==> config.mk <==
export PLATFORM = sky130hd
export DESIGN_NAME = q_format_fixed_point_alu
export DESIGN_NICKNAME = d
export VERILOG_FILES = /design/src/sv/qfxalu_pkg.sv /design/src/sv/qfxalu_front.sv /design/src/sv/qfxalu_jobq.sv /design/src/sv/qfxalu_back.sv /design/src/sv/q_format_fixed_point_alu.sv
export SDC_FILE = /design/constraint.sdc
export NUM_CORES = 2
export LEC_CHECK = 0
export BUFFER_PORTS_ARGS = -buffer_cell sky130_fd_sc_hd__buf_2
export CAP_MARGIN = 20
export CORE_ASPECT_RATIO = 2
export CORE_UTILIZATION = 60
export DETAILED_ROUTE_END_ITERATION = 8
export PLACE_DENSITY = 0.76
export SLEW_MARGIN = 20
export SYNTH_ARGS = -nofsm -noshare
export SYNTH_HDL_FRONTEND = slang
export SYNTH_SLANG_ARGS = --single-unit
==> constraint.sdc <==
create_clock -name clk_i -period 29.3 [get_ports clk_i]
set_input_delay 1.465 -clock clk_i [delete_from_list [all_inputs] [get_ports clk_i]]
set_output_delay 1.465 -clock clk_i [all_outputs]
set_load 0.005 [all_outputs]
==> src/sv/qfxalu_pkg.sv <==
// ----------------------------------------------------------------------------
// qfxalu_pkg
// Shared types and constants of the Q-format fixed-point ALU.
// ----------------------------------------------------------------------------
package qfxalu_pkg;

  localparam int unsigned DataWidth        = 16;
  localparam int unsigned FracWidth        = 4;
  localparam int unsigned CmdWidth         = 4;
  localparam int unsigned MulWidth         = DataWidth + 1;
  localparam int unsigned ProdWidth        = 2 * MulWidth;
  localparam int unsigned DvdWidth         = 2 * DataWidth;
  localparam int unsigned DivStepsPerStage = 4;
  localparam int unsigned DivStages        = DvdWidth / DivStepsPerStage;

  localparam int unsigned JobDepth = 4;
  localparam int unsigned JobPtrW  = $clog2(JobDepth);
  localparam int unsigned JobCntW  = $clog2(JobDepth + 1);
  localparam int unsigned ResDepth = 16;
  localparam int unsigned ResPtrW  = $clog2(ResDepth);
  localparam int unsigned ResCntW  = $clog2(ResDepth + 1);

  localparam logic [DataWidth-1:0] SatMax = {1'b0, {(DataWidth - 1){1'b1}}};
  localparam logic [DataWidth-1:0] SatMin = {1'b1, {(DataWidth - 1){1'b0}}};

  typedef enum logic [CmdWidth-1:0] {
    CmdAdd    = 4'd0,
    CmdSub    = 4'd1,
    CmdAddSat = 4'd2,
    CmdSubSat = 4'd3,
    CmdMul    = 4'd4,
    CmdDiv    = 4'd5,
    CmdUAdd   = 4'd6,
    CmdUSub   = 4'd7,
    CmdUMul   = 4'd8,
    CmdUDiv   = 4'd9,
    CmdSmooth = 4'd10
  } cmd_e;

  typedef enum logic [2:0] {
    OpAdd,
    OpSub,
    OpAddSat,
    OpSubSat,
    OpMul,
    OpDiv,
    OpSmooth,
    OpBad
  } op_e;

  typedef enum logic {
    RegFracBits,
    RegSmoothing
  } cfg_reg_e;

  typedef struct packed {
    op_e                         op;
    logic [DataWidth-1:0]        a;
    logic [DataWidth-1:0]        b;
    logic [FracWidth-1:0]        q;
    logic signed [MulWidth-1:0]  mul_a;
    logic signed [MulWidth-1:0]  mul_b;
    logic [DvdWidth-1:0]         dvd;
    logic [DataWidth-1:0]        dvs;
    logic                        neg;
  } job_t;

  typedef struct packed {
    logic [DataWidth-1:0] result;
    logic                 dz;
    logic                 sat;
    logic                 bad;
  } res_t;

endpackage

==> src/sv/qfxalu_front.sv <==
// ----------------------------------------------------------------------------
// qfxalu_front
// Decodes a command and prepares multiplier and divider operands.
// ----------------------------------------------------------------------------
module qfxalu_front import qfxalu_pkg::*; (
  input  logic [CmdWidth-1:0]  command_i,
  input  logic [DataWidth-1:0] operand_a_i,
  input  logic [DataWidth-1:0] operand_b_i,
  input  logic [FracWidth-1:0] frac_bits_i,
  input  logic [DataWidth-1:0] alpha_i,
  output job_t                 job_o
);

  logic [DataWidth-1:0] mag_a;
  logic [DataWidth-1:0] mag_b;
  logic [DataWidth-1:0] diff;

  assign mag_a = operand_a_i[DataWidth-1] ? -operand_a_i : operand_a_i;
  assign mag_b = operand_b_i[DataWidth-1] ? -operand_b_i : operand_b_i;
  assign diff  = operand_b_i - operand_a_i;

  always_comb begin
    job_o       = '0;
    job_o.a     = operand_a_i;
    job_o.b     = operand_b_i;
    job_o.q     = frac_bits_i;
    unique case (cmd_e'(command_i))
      CmdAdd, CmdUAdd: job_o.op = OpAdd;
      CmdSub, CmdUSub: job_o.op = OpSub;
      CmdAddSat:       job_o.op = OpAddSat;
      CmdSubSat:       job_o.op = OpSubSat;
      CmdMul: begin
        job_o.op    = OpMul;
        job_o.mul_a = {operand_a_i[DataWidth-1], operand_a_i};
        job_o.mul_b = {operand_b_i[DataWidth-1], operand_b_i};
      end
      CmdUMul: begin
        job_o.op    = OpMul;
        job_o.mul_a = {1'b0, operand_a_i};
        job_o.mul_b = {1'b0, operand_b_i};
      end
      CmdDiv: begin
        job_o.op  = OpDiv;
        job_o.dvd = DvdWidth'(mag_a) << frac_bits_i;
        job_o.dvs = mag_b;
        job_o.neg = operand_a_i[DataWidth-1] ^ operand_b_i[DataWidth-1];
      end
      CmdUDiv: begin
        job_o.op  = OpDiv;
        job_o.dvd = DvdWidth'(operand_a_i) << frac_bits_i;
        job_o.dvs = operand_b_i;
      end
      CmdSmooth: begin
        job_o.op    = OpSmooth;
        job_o.mul_a = {1'b0, alpha_i};
        job_o.mul_b = {1'b0, diff};
      end
      default:         job_o.op = OpBad;
    endcase
  end

endmodule

==> src/sv/qfxalu_jobq.sv <==
// ----------------------------------------------------------------------------
// qfxalu_jobq
// Small queue of decoded items between the front and the execution pipeline.
// ----------------------------------------------------------------------------
module qfxalu_jobq import qfxalu_pkg::*; (
  input  logic clk_i,
  input  logic rst_ni,
  input  logic push_i,
  input  job_t data_i,
  output logic full_o,
  input  logic pop_i,
  output logic empty_o,
  output job_t data_o
);

  job_t               mem_q [JobDepth];
  logic [JobPtrW-1:0] wr_ptr_q, wr_ptr_d;
  logic [JobPtrW-1:0] rd_ptr_q, rd_ptr_d;
  logic [JobCntW-1:0] cnt_q, cnt_d;
  logic               do_push;
  logic               do_pop;

  assign full_o  = (cnt_q == JobCntW'(JobDepth));
  assign empty_o = (cnt_q == '0);
  assign do_push = push_i && !full_o;
  assign do_pop  = pop_i && !empty_o;
  assign data_o  = mem_q[rd_ptr_q];

  always_comb begin
    wr_ptr_d = do_push ? wr_ptr_q + 1'b1 : wr_ptr_q;
    rd_ptr_d = do_pop ? rd_ptr_q + 1'b1 : rd_ptr_q;
    cnt_d    = cnt_q + JobCntW'(do_push) - JobCntW'(do_pop);
  end

  always_ff @(posedge clk_i or negedge rst_ni) begin
    if (!rst_ni) begin
      wr_ptr_q <= '0;
      rd_ptr_q <= '0;
      cnt_q    <= '0;
    end else begin
      wr_ptr_q <= wr_ptr_d;
      rd_ptr_q <= rd_ptr_d;
      cnt_q    <= cnt_d;
    end
  end

  always_ff @(posedge clk_i) begin
    if (do_push) begin
      mem_q[wr_ptr_q] <= data_i;
    end
  end

endmodule

==> src/sv/qfxalu_back.sv <==
// ----------------------------------------------------------------------------
// qfxalu_back
// Execution pipeline: adder, multiplier and a pipelined restoring divider,
// followed by a result queue with credit-based intake.
// ----------------------------------------------------------------------------
module qfxalu_back import qfxalu_pkg::*; (
  input  logic clk_i,
  input  logic rst_ni,
  input  job_t job_i,
  input  logic job_empty_i,
  output logic job_pop_o,
  output res_t res_o,
  output logic empty_o,
  input  logic pop_i
);

  typedef struct packed {
    op_e                         op;
    logic [FracWidth-1:0]        q;
    logic [DataWidth-1:0]        x;
    res_t                        res;
    logic signed [ProdWidth-1:0] prod;
    logic [DataWidth-1:0]        rem;
    logic [DvdWidth-1:0]         dvd;
    logic [DataWidth-1:0]        dvs;
    logic                        neg;
  } stage_t;

  stage_t               stage_q [DivStages];
  stage_t               stage_d [DivStages];
  logic [DivStages-1:0] valid_q;

  res_t               mem_q [ResDepth];
  logic [ResPtrW-1:0] wr_ptr_q;
  logic [ResPtrW-1:0] rd_ptr_q;
  logic [ResCntW-1:0] fill_q, fill_d;
  logic [ResCntW-1:0] credit_q, credit_d;
  logic               do_pop;
  logic               do_write;
  res_t               final_res;

  assign empty_o   = (fill_q == '0);
  assign do_pop    = pop_i && !empty_o;
  assign job_pop_o = !job_empty_i && (credit_q < ResCntW'(ResDepth));
  assign do_write  = valid_q[DivStages-1];
  assign res_o     = mem_q[rd_ptr_q];

  always_comb begin
    stage_t                      src;
    logic [DataWidth:0]          trial;
    logic [DataWidth:0]          sum_ext;
    logic [DataWidth:0]          dif_ext;
    logic signed [ProdWidth-1:0] shifted;
    sum_ext = '0;
    dif_ext = '0;
    shifted = '0;
    for (int k = 0; k < DivStages; k++) begin
      if (k == 0) begin
        src      = '0;
        src.op   = job_i.op;
        src.q    = job_i.q;
        src.x    = job_i.b;
        src.dvd  = job_i.dvd;
        src.dvs  = job_i.dvs;
        src.neg  = job_i.neg;
        src.prod = $signed(job_i.mul_a) * $signed(job_i.mul_b);
        sum_ext  = {job_i.a[DataWidth-1], job_i.a} + {job_i.b[DataWidth-1], job_i.b};
        dif_ext  = {job_i.a[DataWidth-1], job_i.a} - {job_i.b[DataWidth-1], job_i.b};
        unique case (job_i.op)
          OpAdd: src.res.result = job_i.a + job_i.b;
          OpSub: src.res.result = job_i.a - job_i.b;
          OpAddSat: begin
            src.res.sat    = sum_ext[DataWidth] ^ sum_ext[DataWidth-1];
            src.res.result = !src.res.sat ? sum_ext[DataWidth-1:0] :
                             (sum_ext[DataWidth] ? SatMin : SatMax);
          end
          OpSubSat: begin
            src.res.sat    = dif_ext[DataWidth] ^ dif_ext[DataWidth-1];
            src.res.result = !src.res.sat ? dif_ext[DataWidth-1:0] :
                             (dif_ext[DataWidth] ? SatMin : SatMax);
          end
          OpBad:   src.res.bad = 1'b1;
          default: src.res.result = '0;
        endcase
      end else begin
        src = stage_q[k-1];
      end
      // product scaling one stage after the multiplier
      if (k == 1 && (src.op == OpMul || src.op == OpSmooth)) begin
        shifted        = src.prod >>> src.q;
        src.res.result = (src.op == OpMul) ? shifted[DataWidth-1:0] :
                         src.x - shifted[DataWidth-1:0];
      end
      for (int s = 0; s < DivStepsPerStage; s++) begin
        trial   = {src.rem, src.dvd[DvdWidth-1]};
        src.dvd = {src.dvd[DvdWidth-2:0], 1'b0};
        if (trial >= {1'b0, src.dvs}) begin
          trial      = trial - {1'b0, src.dvs};
          src.dvd[0] = 1'b1;
        end
        src.rem = trial[DataWidth-1:0];
      end
      stage_d[k] = src;
    end
  end

  always_comb begin
    final_res = stage_q[DivStages-1].res;
    if (stage_q[DivStages-1].op == OpDiv) begin
      if (stage_q[DivStages-1].dvs == '0) begin
        final_res.result = '0;
        final_res.dz     = 1'b1;
      end else if (stage_q[DivStages-1].neg) begin
        final_res.result = -stage_q[DivStages-1].dvd[DataWidth-1:0];
      end else begin
        final_res.result = stage_q[DivStages-1].dvd[DataWidth-1:0];
      end
    end
  end

  always_comb begin
    fill_d   = fill_q + ResCntW'(do_write) - ResCntW'(do_pop);
    credit_d = credit_q + ResCntW'(job_pop_o) - ResCntW'(do_pop);
  end

  always_ff @(posedge clk_i or negedge rst_ni) begin
    if (!rst_ni) begin
      valid_q  <= '0;
      wr_ptr_q <= '0;
      rd_ptr_q <= '0;
      fill_q   <= '0;
      credit_q <= '0;
    end else begin
      valid_q  <= {valid_q[DivStages-2:0], job_pop_o};
      wr_ptr_q <= do_write ? wr_ptr_q + 1'b1 : wr_ptr_q;
      rd_ptr_q <= do_pop ? rd_ptr_q + 1'b1 : rd_ptr_q;
      fill_q   <= fill_d;
      credit_q <= credit_d;
    end
  end

  always_ff @(posedge clk_i) begin
    for (int k = 0; k < DivStages; k++) begin
      stage_q[k] <= stage_d[k];
    end
    if (do_write) begin
      mem_q[wr_ptr_q] <= final_res;
    end
  end

endmodule

==> src/sv/q_format_fixed_point_alu.sv <==
// ----------------------------------------------------------------------------
// q_format_fixed_point_alu
// 16-bit Q-format ALU: wrapping and saturating add/sub, fractional multiply
// and divide, and an unsigned smoothing step.
// ----------------------------------------------------------------------------
// Takes one item per clock while the job queue is not full, and returns one
// result per item, in order. The front decodes each item into a four-entry
// job queue, and the back runs every command through the same eight-stage
// pipeline that is set by the restoring divider (four quotient bits per stage
// over a 32-bit dividend); the multiplier sits in the first stage and the
// product scaling in the second. A sixteen-entry result queue absorbs stalls
// on the pop side. frac_bits (index 0, reset 15) and smoothing_factor
// (index 1, reset 0) are sampled when an item is pushed.
module q_format_fixed_point_alu import qfxalu_pkg::*; (
  input  logic                 clk_i,
  input  logic                 rst_ni,
  input  logic                 push,
  output logic                 full,
  input  logic [CmdWidth-1:0]  command_i,
  input  logic [DataWidth-1:0] operand_a_i,
  input  logic [DataWidth-1:0] operand_b_i,
  output logic                 empty,
  input  logic                 pop,
  output logic [DataWidth-1:0] result_o,
  output logic                 divide_by_zero_o,
  output logic                 saturated_o,
  output logic                 bad_command_o,
  input  logic                 cfg_valid_i,
  output logic                 cfg_ready_o,
  input  logic                 cfg_index_i,
  input  logic [DataWidth-1:0] cfg_data_i
);

  logic [FracWidth-1:0] frac_q;
  logic [DataWidth-1:0] alpha_q;
  job_t                 front_job;
  job_t                 head_job;
  logic                 job_empty;
  logic                 job_pop;
  res_t                 res;

  assign cfg_ready_o = 1'b1;

  always_ff @(posedge clk_i or negedge rst_ni) begin
    if (!rst_ni) begin
      frac_q  <= FracWidth'(15);
      alpha_q <= '0;
    end else if (cfg_valid_i && cfg_ready_o) begin
      unique case (cfg_reg_e'(cfg_index_i))
        RegFracBits:  frac_q  <= cfg_data_i[FracWidth-1:0];
        RegSmoothing: alpha_q <= cfg_data_i;
      endcase
    end
  end

  qfxalu_front u_front (
    .command_i  (command_i),
    .operand_a_i(operand_a_i),
    .operand_b_i(operand_b_i),
    .frac_bits_i(frac_q),
    .alpha_i    (alpha_q),
    .job_o      (front_job)
  );

  qfxalu_jobq u_jobq (
    .clk_i  (clk_i),
    .rst_ni (rst_ni),
    .push_i (push),
    .data_i (front_job),
    .full_o (full),
    .pop_i  (job_pop),
    .empty_o(job_empty),
    .data_o (head_job)
  );

  qfxalu_back u_back (
    .clk_i      (clk_i),
    .rst_ni     (rst_ni),
    .job_i      (head_job),
    .job_empty_i(job_empty),
    .job_pop_o  (job_pop),
    .res_o      (res),
    .empty_o    (empty),
    .pop_i      (pop)
  );

  assign result_o         = res.result;
  assign divide_by_zero_o = res.dz;
  assign saturated_o      = res.sat;
  assign bad_command_o    = res.bad;

  a_pop_has_job: assert property (@(posedge clk_i) disable iff (!rst_ni)
    job_pop |-> !job_empty)
    else $error("job popped from empty queue");

  a_push_fills: assert property (@(posedge clk_i) disable iff (!rst_ni)
    (push && !full) |=> !job_empty)
    else $error("accepted item missing from job queue");

  a_one_flag: assert property (@(posedge clk_i) disable iff (!rst_ni)
    !empty |-> ($countones({divide_by_zero_o, saturated_o, bad_command_o}) <= 1))
    else $error("more than one status flag set");

  a_bad_zero: assert property (@(posedge clk_i) disable iff (!rst_ni)
    (!empty && bad_command_o) |-> (result_o == '0))
    else $error("bad command with nonzero result");

endmodule
Yosys cells after proc, flatten, opt, wreduce, memory -nomap -nowiden. Memories as Yosys holds them, arrays and structs flattened. Index checks and enable logic that the tools add are counted. W data, S select, Z words.

Bits in writable memories: 1920. Register bits after elaboration: 53. Memories: 3.

Add/subtract/negate cells: 51. $lt $le $gt $ge: 33. Mux-type cells: 87. Shifts and indexed selects: 3. Eq/ne operators: 18. Bitwise operators: 4. Reduce and logical (&&, ||, !) cells: 19. Multipliers: 1.

Memories: u_back.stage_q (depth 8, width 141, read ports 8, clocked after memory_dff 0, wr ports 8, RTL line qfxalu_back.sv:29) `stage_t stage_q [DivStages];`; u_jobq.mem_q (depth 4, width 122, read ports 1, clocked after memory_dff 0, wr ports 1, RTL line qfxalu_jobq.sv:16) `job_t mem_q [JobDepth];`; u_back.mem_q (depth 16, width 19, read ports 1, clocked after memory_dff 0, wr ports 1, RTL line qfxalu_back.sv:33) `res_t mem_q [ResDepth];`.

Operator list (number): $mux W16 (42); $sub A16 B16 Y16 (34); $ge A17 B16 Y1 (31); $pmux W34 S3 (1); $pmux W48 S2 (1); $pmux W16 S4 (1); $shl A16 B4 Y32 (2); $neg A16 Y16 (3); $mux W1 (39); $mul A17 B17 Y34 (1); $sshr A34 B4 Y16 (1); $pmux W3 S7 (1); $add A16 B16 Y17 (1); $mux W17 (1); $sub A16 B16 Y17 (1); $add A16 B16 Y16 (1); $eq A4 B3 Y1 const B (4); $ge A1 B16 Y1 (1); $logic_not A16 Y1 (1); $sub A1 B16 Y16 (1); $eq A3 B3 Y1 const B (5); $eq A4 B4 Y1 const B (3); $add A5 B1 Y5 (2); $sub A5 B1 Y5 (2); 20 further kinds (36).

Logic depth before layout (Yosys ltp). An unclocked memory read counts as a cell.

Depth in word-level cells: 9. Gate-level depth with buffers: 50. Mapped depth without buffers: 46.

Cells and area by module. A second synthesis with hierarchy kept.

Cells, all modules: 8186. Area total of the unflattened synthesis: 90599.4 µm².

Modules (own cells, without submodules): qfxalu_back (cells an instance 6960, area an instance 68428.1 µm², sequential area each 22171.3 µm², instances 1); qfxalu_jobq (cells an instance 679, area an instance 18052.3 µm², sequential area each 14829.2 µm², instances 1); qfxalu_front (cells an instance 502, area an instance 3357.0 µm², sequential area each 0.0 µm², instances 1); q_format_fixed_point_alu (cells an instance 45, area an instance 762.0 µm², sequential area each 505.5 µm², instances 1).

Worst setup path before layout. Ideal clock, no wire load.

Path type: reg-to-reg. Start: mem u_back.stage_q[1][2] (netlist name). End: mem u_back.stage_q[1][191] (netlist name). Arrival time: 10.408 ns. Cell stages (with the launch flop): 48. Setup slack: 18.753 ns. Cells stage by stage: dfxtp_1 inv_1 ha_1 nor2b_1 o31a_1 o22a_1 o2111a_1 a21oi_2 clkbuf_1 clkbuf_1 nor2_1 a21oi_1 inv_1 ha_1 nor2b_1 o31a_1 o21ai_0 a21oi_1 (+12 left out) a21oi_1 a211oi_1 o31ai_1 buf_2 buf_2 a21oi_1 ha_1 nor2b_1 o31a_1 o41a_1 a221o_1 o41ai_1 a31o_2 a21oi_1 or3_1 clkbuf_1 inv_2 a222oi_1.

RTL lines (RTL line): start: declaration (qfxalu_back.sv:29).

==> metrics.log <==
[metrics] cell with the largest stage delay on the worst path: and4_1
[metrics] gr usage total: 32.44%
[metrics] CTS tree: done
[metrics] number of enable flip-flop cells after synthesis: 788
[metrics] clock buffers created by TritonCTS: 116
[metrics] Worst-Margin Slew: 1125 ps
[metrics] top flip-flop cell by instance count after synthesis: edfxtp_1
[metrics] library cell occupying the most area in the post-synthesis netlist: edfxtp_1
[metrics] IO Count: 80
[metrics] Via Count: 63440
[metrics] most numerous cell in the Yosys netlist: edfxtp_1
[metrics] area fraction of the dominant cell type after synthesis: 26.53%
[metrics] Syn Area/Cell: 10.89 um2
[metrics] part of the Yosys area used for sequential elements: 41.91%
[metrics] Slew Limit Headroom: 24.19%
[metrics] sink of the worst hold path: u_back.stage_q[0][531]$_DFF_P_
[metrics] Synth Cell Area: 0.08920 mm2
[metrics] kind of path behind the tightest hold check: flop to flop
[metrics] final sum of negative setup slack: 0 ps
[metrics] maximum number of pins on one net before global-route repair: 82
[metrics] Initial Util: 60.62%
[metrics] routed via count divided by cell count: 6.175
[metrics] fraction of the cycle the final worst path needs: 44.25%
[metrics] via count of the first global-routing pass: 66700
[metrics] WP data required: 29860 ps
[metrics] floorplan core area: 0.1472 mm2
[metrics] CTS Sinks: 1460
[metrics] share of layout cells above drive strength 1: 11.06%
[metrics] initial antenna violation count: 2
[metrics] WP data arrival: 13530 ps
[metrics] Initial DRC Count: 3921
[metrics] Worst R2R Path Depth: 42
[metrics] overflow left after global routing: 0
[metrics] count of TritonRoute iterations in the first routing pass: 8
[metrics] total number of yosys warnings: 0
[metrics] biggest fanout along the worst timing path: 21
[metrics] worst reg2reg endpoint: u_back.stage_q[1][339]$_DFF_P_
[metrics] maximum level of the CTS H-tree: 3
[metrics] number of buffers added to fix hold violations after cts: 0
[metrics] detailed placement HPWL: 188.1 mm
[metrics] number of unique standard cell types used by synthesis: 110
[metrics] Post-synth top cells: edfxtp_1 (788), inv_1 (714), ha_1 (680)
[metrics] cell repeated most along the worst path: o21ai_0
[metrics] Setup CP Type: flop to flop
[metrics] FMAX: 77.14 MHz
[metrics] Final #Nets: 9307
[metrics] maximum number of buffers from clock root to sink: 3
[metrics] violated checks: design-rule violations
[metrics] Min Clock Period, post-route: 12960 ps
[metrics] Chip Width: 274.6 um
[metrics] wire length of the first global-routing pass: 370.3 mm
[metrics] startpoint of the most critical hold path: u_back.stage_q[0][390]$_DFF_P_
[metrics] area grow syn2layout: 7.741%
[metrics] reg2reg start: u_back.stage_q[1][143]$_DFF_P_
[metrics] slowest stage delay, CP: 760 ps
[metrics] Worst Hold Depth: 0
[metrics] post-detailed-route wirelength per cell: 23.69 um
[metrics] later-pin clock latency in the skew report: 780 ps
[metrics] number of buffers inserted to repair setup after CTS: 0
[metrics] die outline area: 0.1503 mm2
[metrics] number of input and output port buffers inserted: 78
[metrics] register bit count reported by yosys: 1460
[metrics] Slew Viols, Final: 0
[metrics] final setup fails: 0
[metrics] drc violations: 14
[metrics] post-cts sizing count: 0
[metrics] type of destination of the critical path: flop
[metrics] cell count after synthesis: 8194
[metrics] Clock Pin Slew Worst Setup and Hold Paths: 70 ps
[metrics] kind of start point of the critical path: flop
[metrics] final estimated routing congestion in global placement: 1.026
[metrics] final hold vios: 0
[metrics] max-cap violation count: 0
[metrics] Chip Height: 547.3 um
[metrics] final wirelength: 243.4 mm
[metrics] Cell Rows: 199
[metrics] async set-reset flop share out of synthesis: 3.630%
[metrics] outcome: complete, but fails checks
[metrics] remaining antenna violation count: 0
[metrics] slack of the worst reg-to-reg path: 16340 ps
[metrics] largest clock skew in the final design: 114.4 ps
[metrics] clock tree root driver cell: clkbuf_16
[metrics] cell types occupying the most area after synthesis: edfxtp_1 (27%), dfxtp_1 (14%), ha_1 (9.5%)
[metrics] RSZ-0062 raised after global routing: false
[metrics by stage]
stage,cells,util [%],setup slack [ps],hold slack [ps],instance area (um2)
global route,10270,65.31,15310,277.4,96110
finish,10270,65.31,16340,267.6,96110
global placement,10050,62.45,16410,309.8,91900
detailed placement,10050,62.46,16380,312.1,91910
CTS,10270,65.30,16380,264.8,96090
floorplan,8200,-,18750,309.6,89230
[registers in the layout, indices dropped and copies added (netlist names)]
signal,flops
u_jobq.wr_ptr_q,2
u_jobq.rd_ptr_q,2
u_back.valid_q,8
u_back.stage_q,619
u_back.mem_q,304
u_back.wr_ptr_q,4
u_back.rd_ptr_q,4
frac_q,4
u_jobq.cnt_q,3
u_jobq.mem_q,484
u_back.credit_q,5
u_back.fill_q,5
alpha_q,16
[worst max path at each step]
stage	from	endpoint	cells past startpoint
3_3_place_gp	u_back.stage_q[1][143]$_DFF_P_	u_back.stage_q[1][344]$_DFF_P_	42
4_1_cts	u_back.stage_q[1][143]$_DFF_P_	u_back.stage_q[1][339]$_DFF_P_	42
3_5_place_dp	u_back.stage_q[1][143]$_DFF_P_	u_back.stage_q[1][338]$_DFF_P_	42
2_1_floorplan	u_back.stage_q[1][2]$_DFF_P_	u_back.stage_q[1][191]$_DFF_P_	47
5_1_grt	u_back.stage_q[1][143]$_DFF_P_	u_back.stage_q[1][339]$_DFF_P_	42
6_report	u_back.stage_q[1][143]$_DFF_P_	u_back.stage_q[1][339]$_DFF_P_	42
[cell type report]
cell class | count | area, um2
fillers | 11280 | 51040
multi-input cells | 5798 | 48400
flip-flops and latches | 1460 | 37400
clock buffers | 150 | 3289
inverters | 721 | 2709
well taps | 1909 | 2389
repair buffers | 161 | 1026
clock inverters | 72 | 889.6
diodes | 2 | 5.005
[cells in the final DEF (no fill, tap or decap), types with 22 or more instances in the layout]
master	synthesis	final
nor2_1	521	509
edfxtp_1	788	788
inv_1	714	714
a21o_1	141	141
o21ai_1	27	28
dfrtp_1	49	45
a21oi_1	475	475
nor4_1	30	30
clkbuf_16	0	123
dfxtp_1	619	619
o211ai_1	34	34
ha_1	680	680
mux4_2	202	202
and3_1	49	49
or3_1	55	55
nand4_1	89	89
a211o_1	29	29
and2_1	50	46
nand2_1	633	633
or2_2	28	28
mux2_2	245	245
buf_4	5	82
a31oi_1	43	42
a211oi_1	57	55
xnor2_1	363	363
o21bai_1	63	62
nand2b_1	81	81
o21ai_0	416	413
buf_2	39	78
fa_1	311	311
o31a_1	22	22
nor3_1	167	161
a221o_1	25	25
xor2_1	143	143
mux2i_1	141	141
nor2b_1	132	132
o21a_1	95	95
o31ai_1	51	49
nand3_1	115	115
[critical path: cells and delay by family (launching register included)]
kind | cells | cell delay, ps
buffers and inverters | 4 | 820
DFF | 1 | 440
adders and majority gates | 4 | 1320
muxes | 3 | 1160
and+or+nand+nor | 11 | 3200
AOI/OAI and AO/OA | 20 | 5900
[metal layers]
layer / share of wire, % / vias to the layer above / GRT usage [%]
li1: - / 29580 / -
met1: 32 / 30870 / 30.41
met2: 54 / 2112 / 62.00
met3: 4.0 / 880 / 3.367
met4: 9.5 / 0 / 26.57
met5: 0 / - / 0
[logic make-up (layout without fill, tap and decap cells)]
group           after synthesis  count (layout)  synth area share [%]
other cells                   2              10              0.008419
compound gates             1677            1677                 11.96
mux                         595             595                 9.863
flops                      1460            1460                 41.91
fa+ha+maj                   991             991                 16.52
buf+inv                     942            1104                 4.051
simple gates               2021            2021                 10.72
xor+xnor                    506             506                 4.968
Power is not shown: default switching activity piles up to over one toggle a cycle in this logic, so the estimate is an artifact.
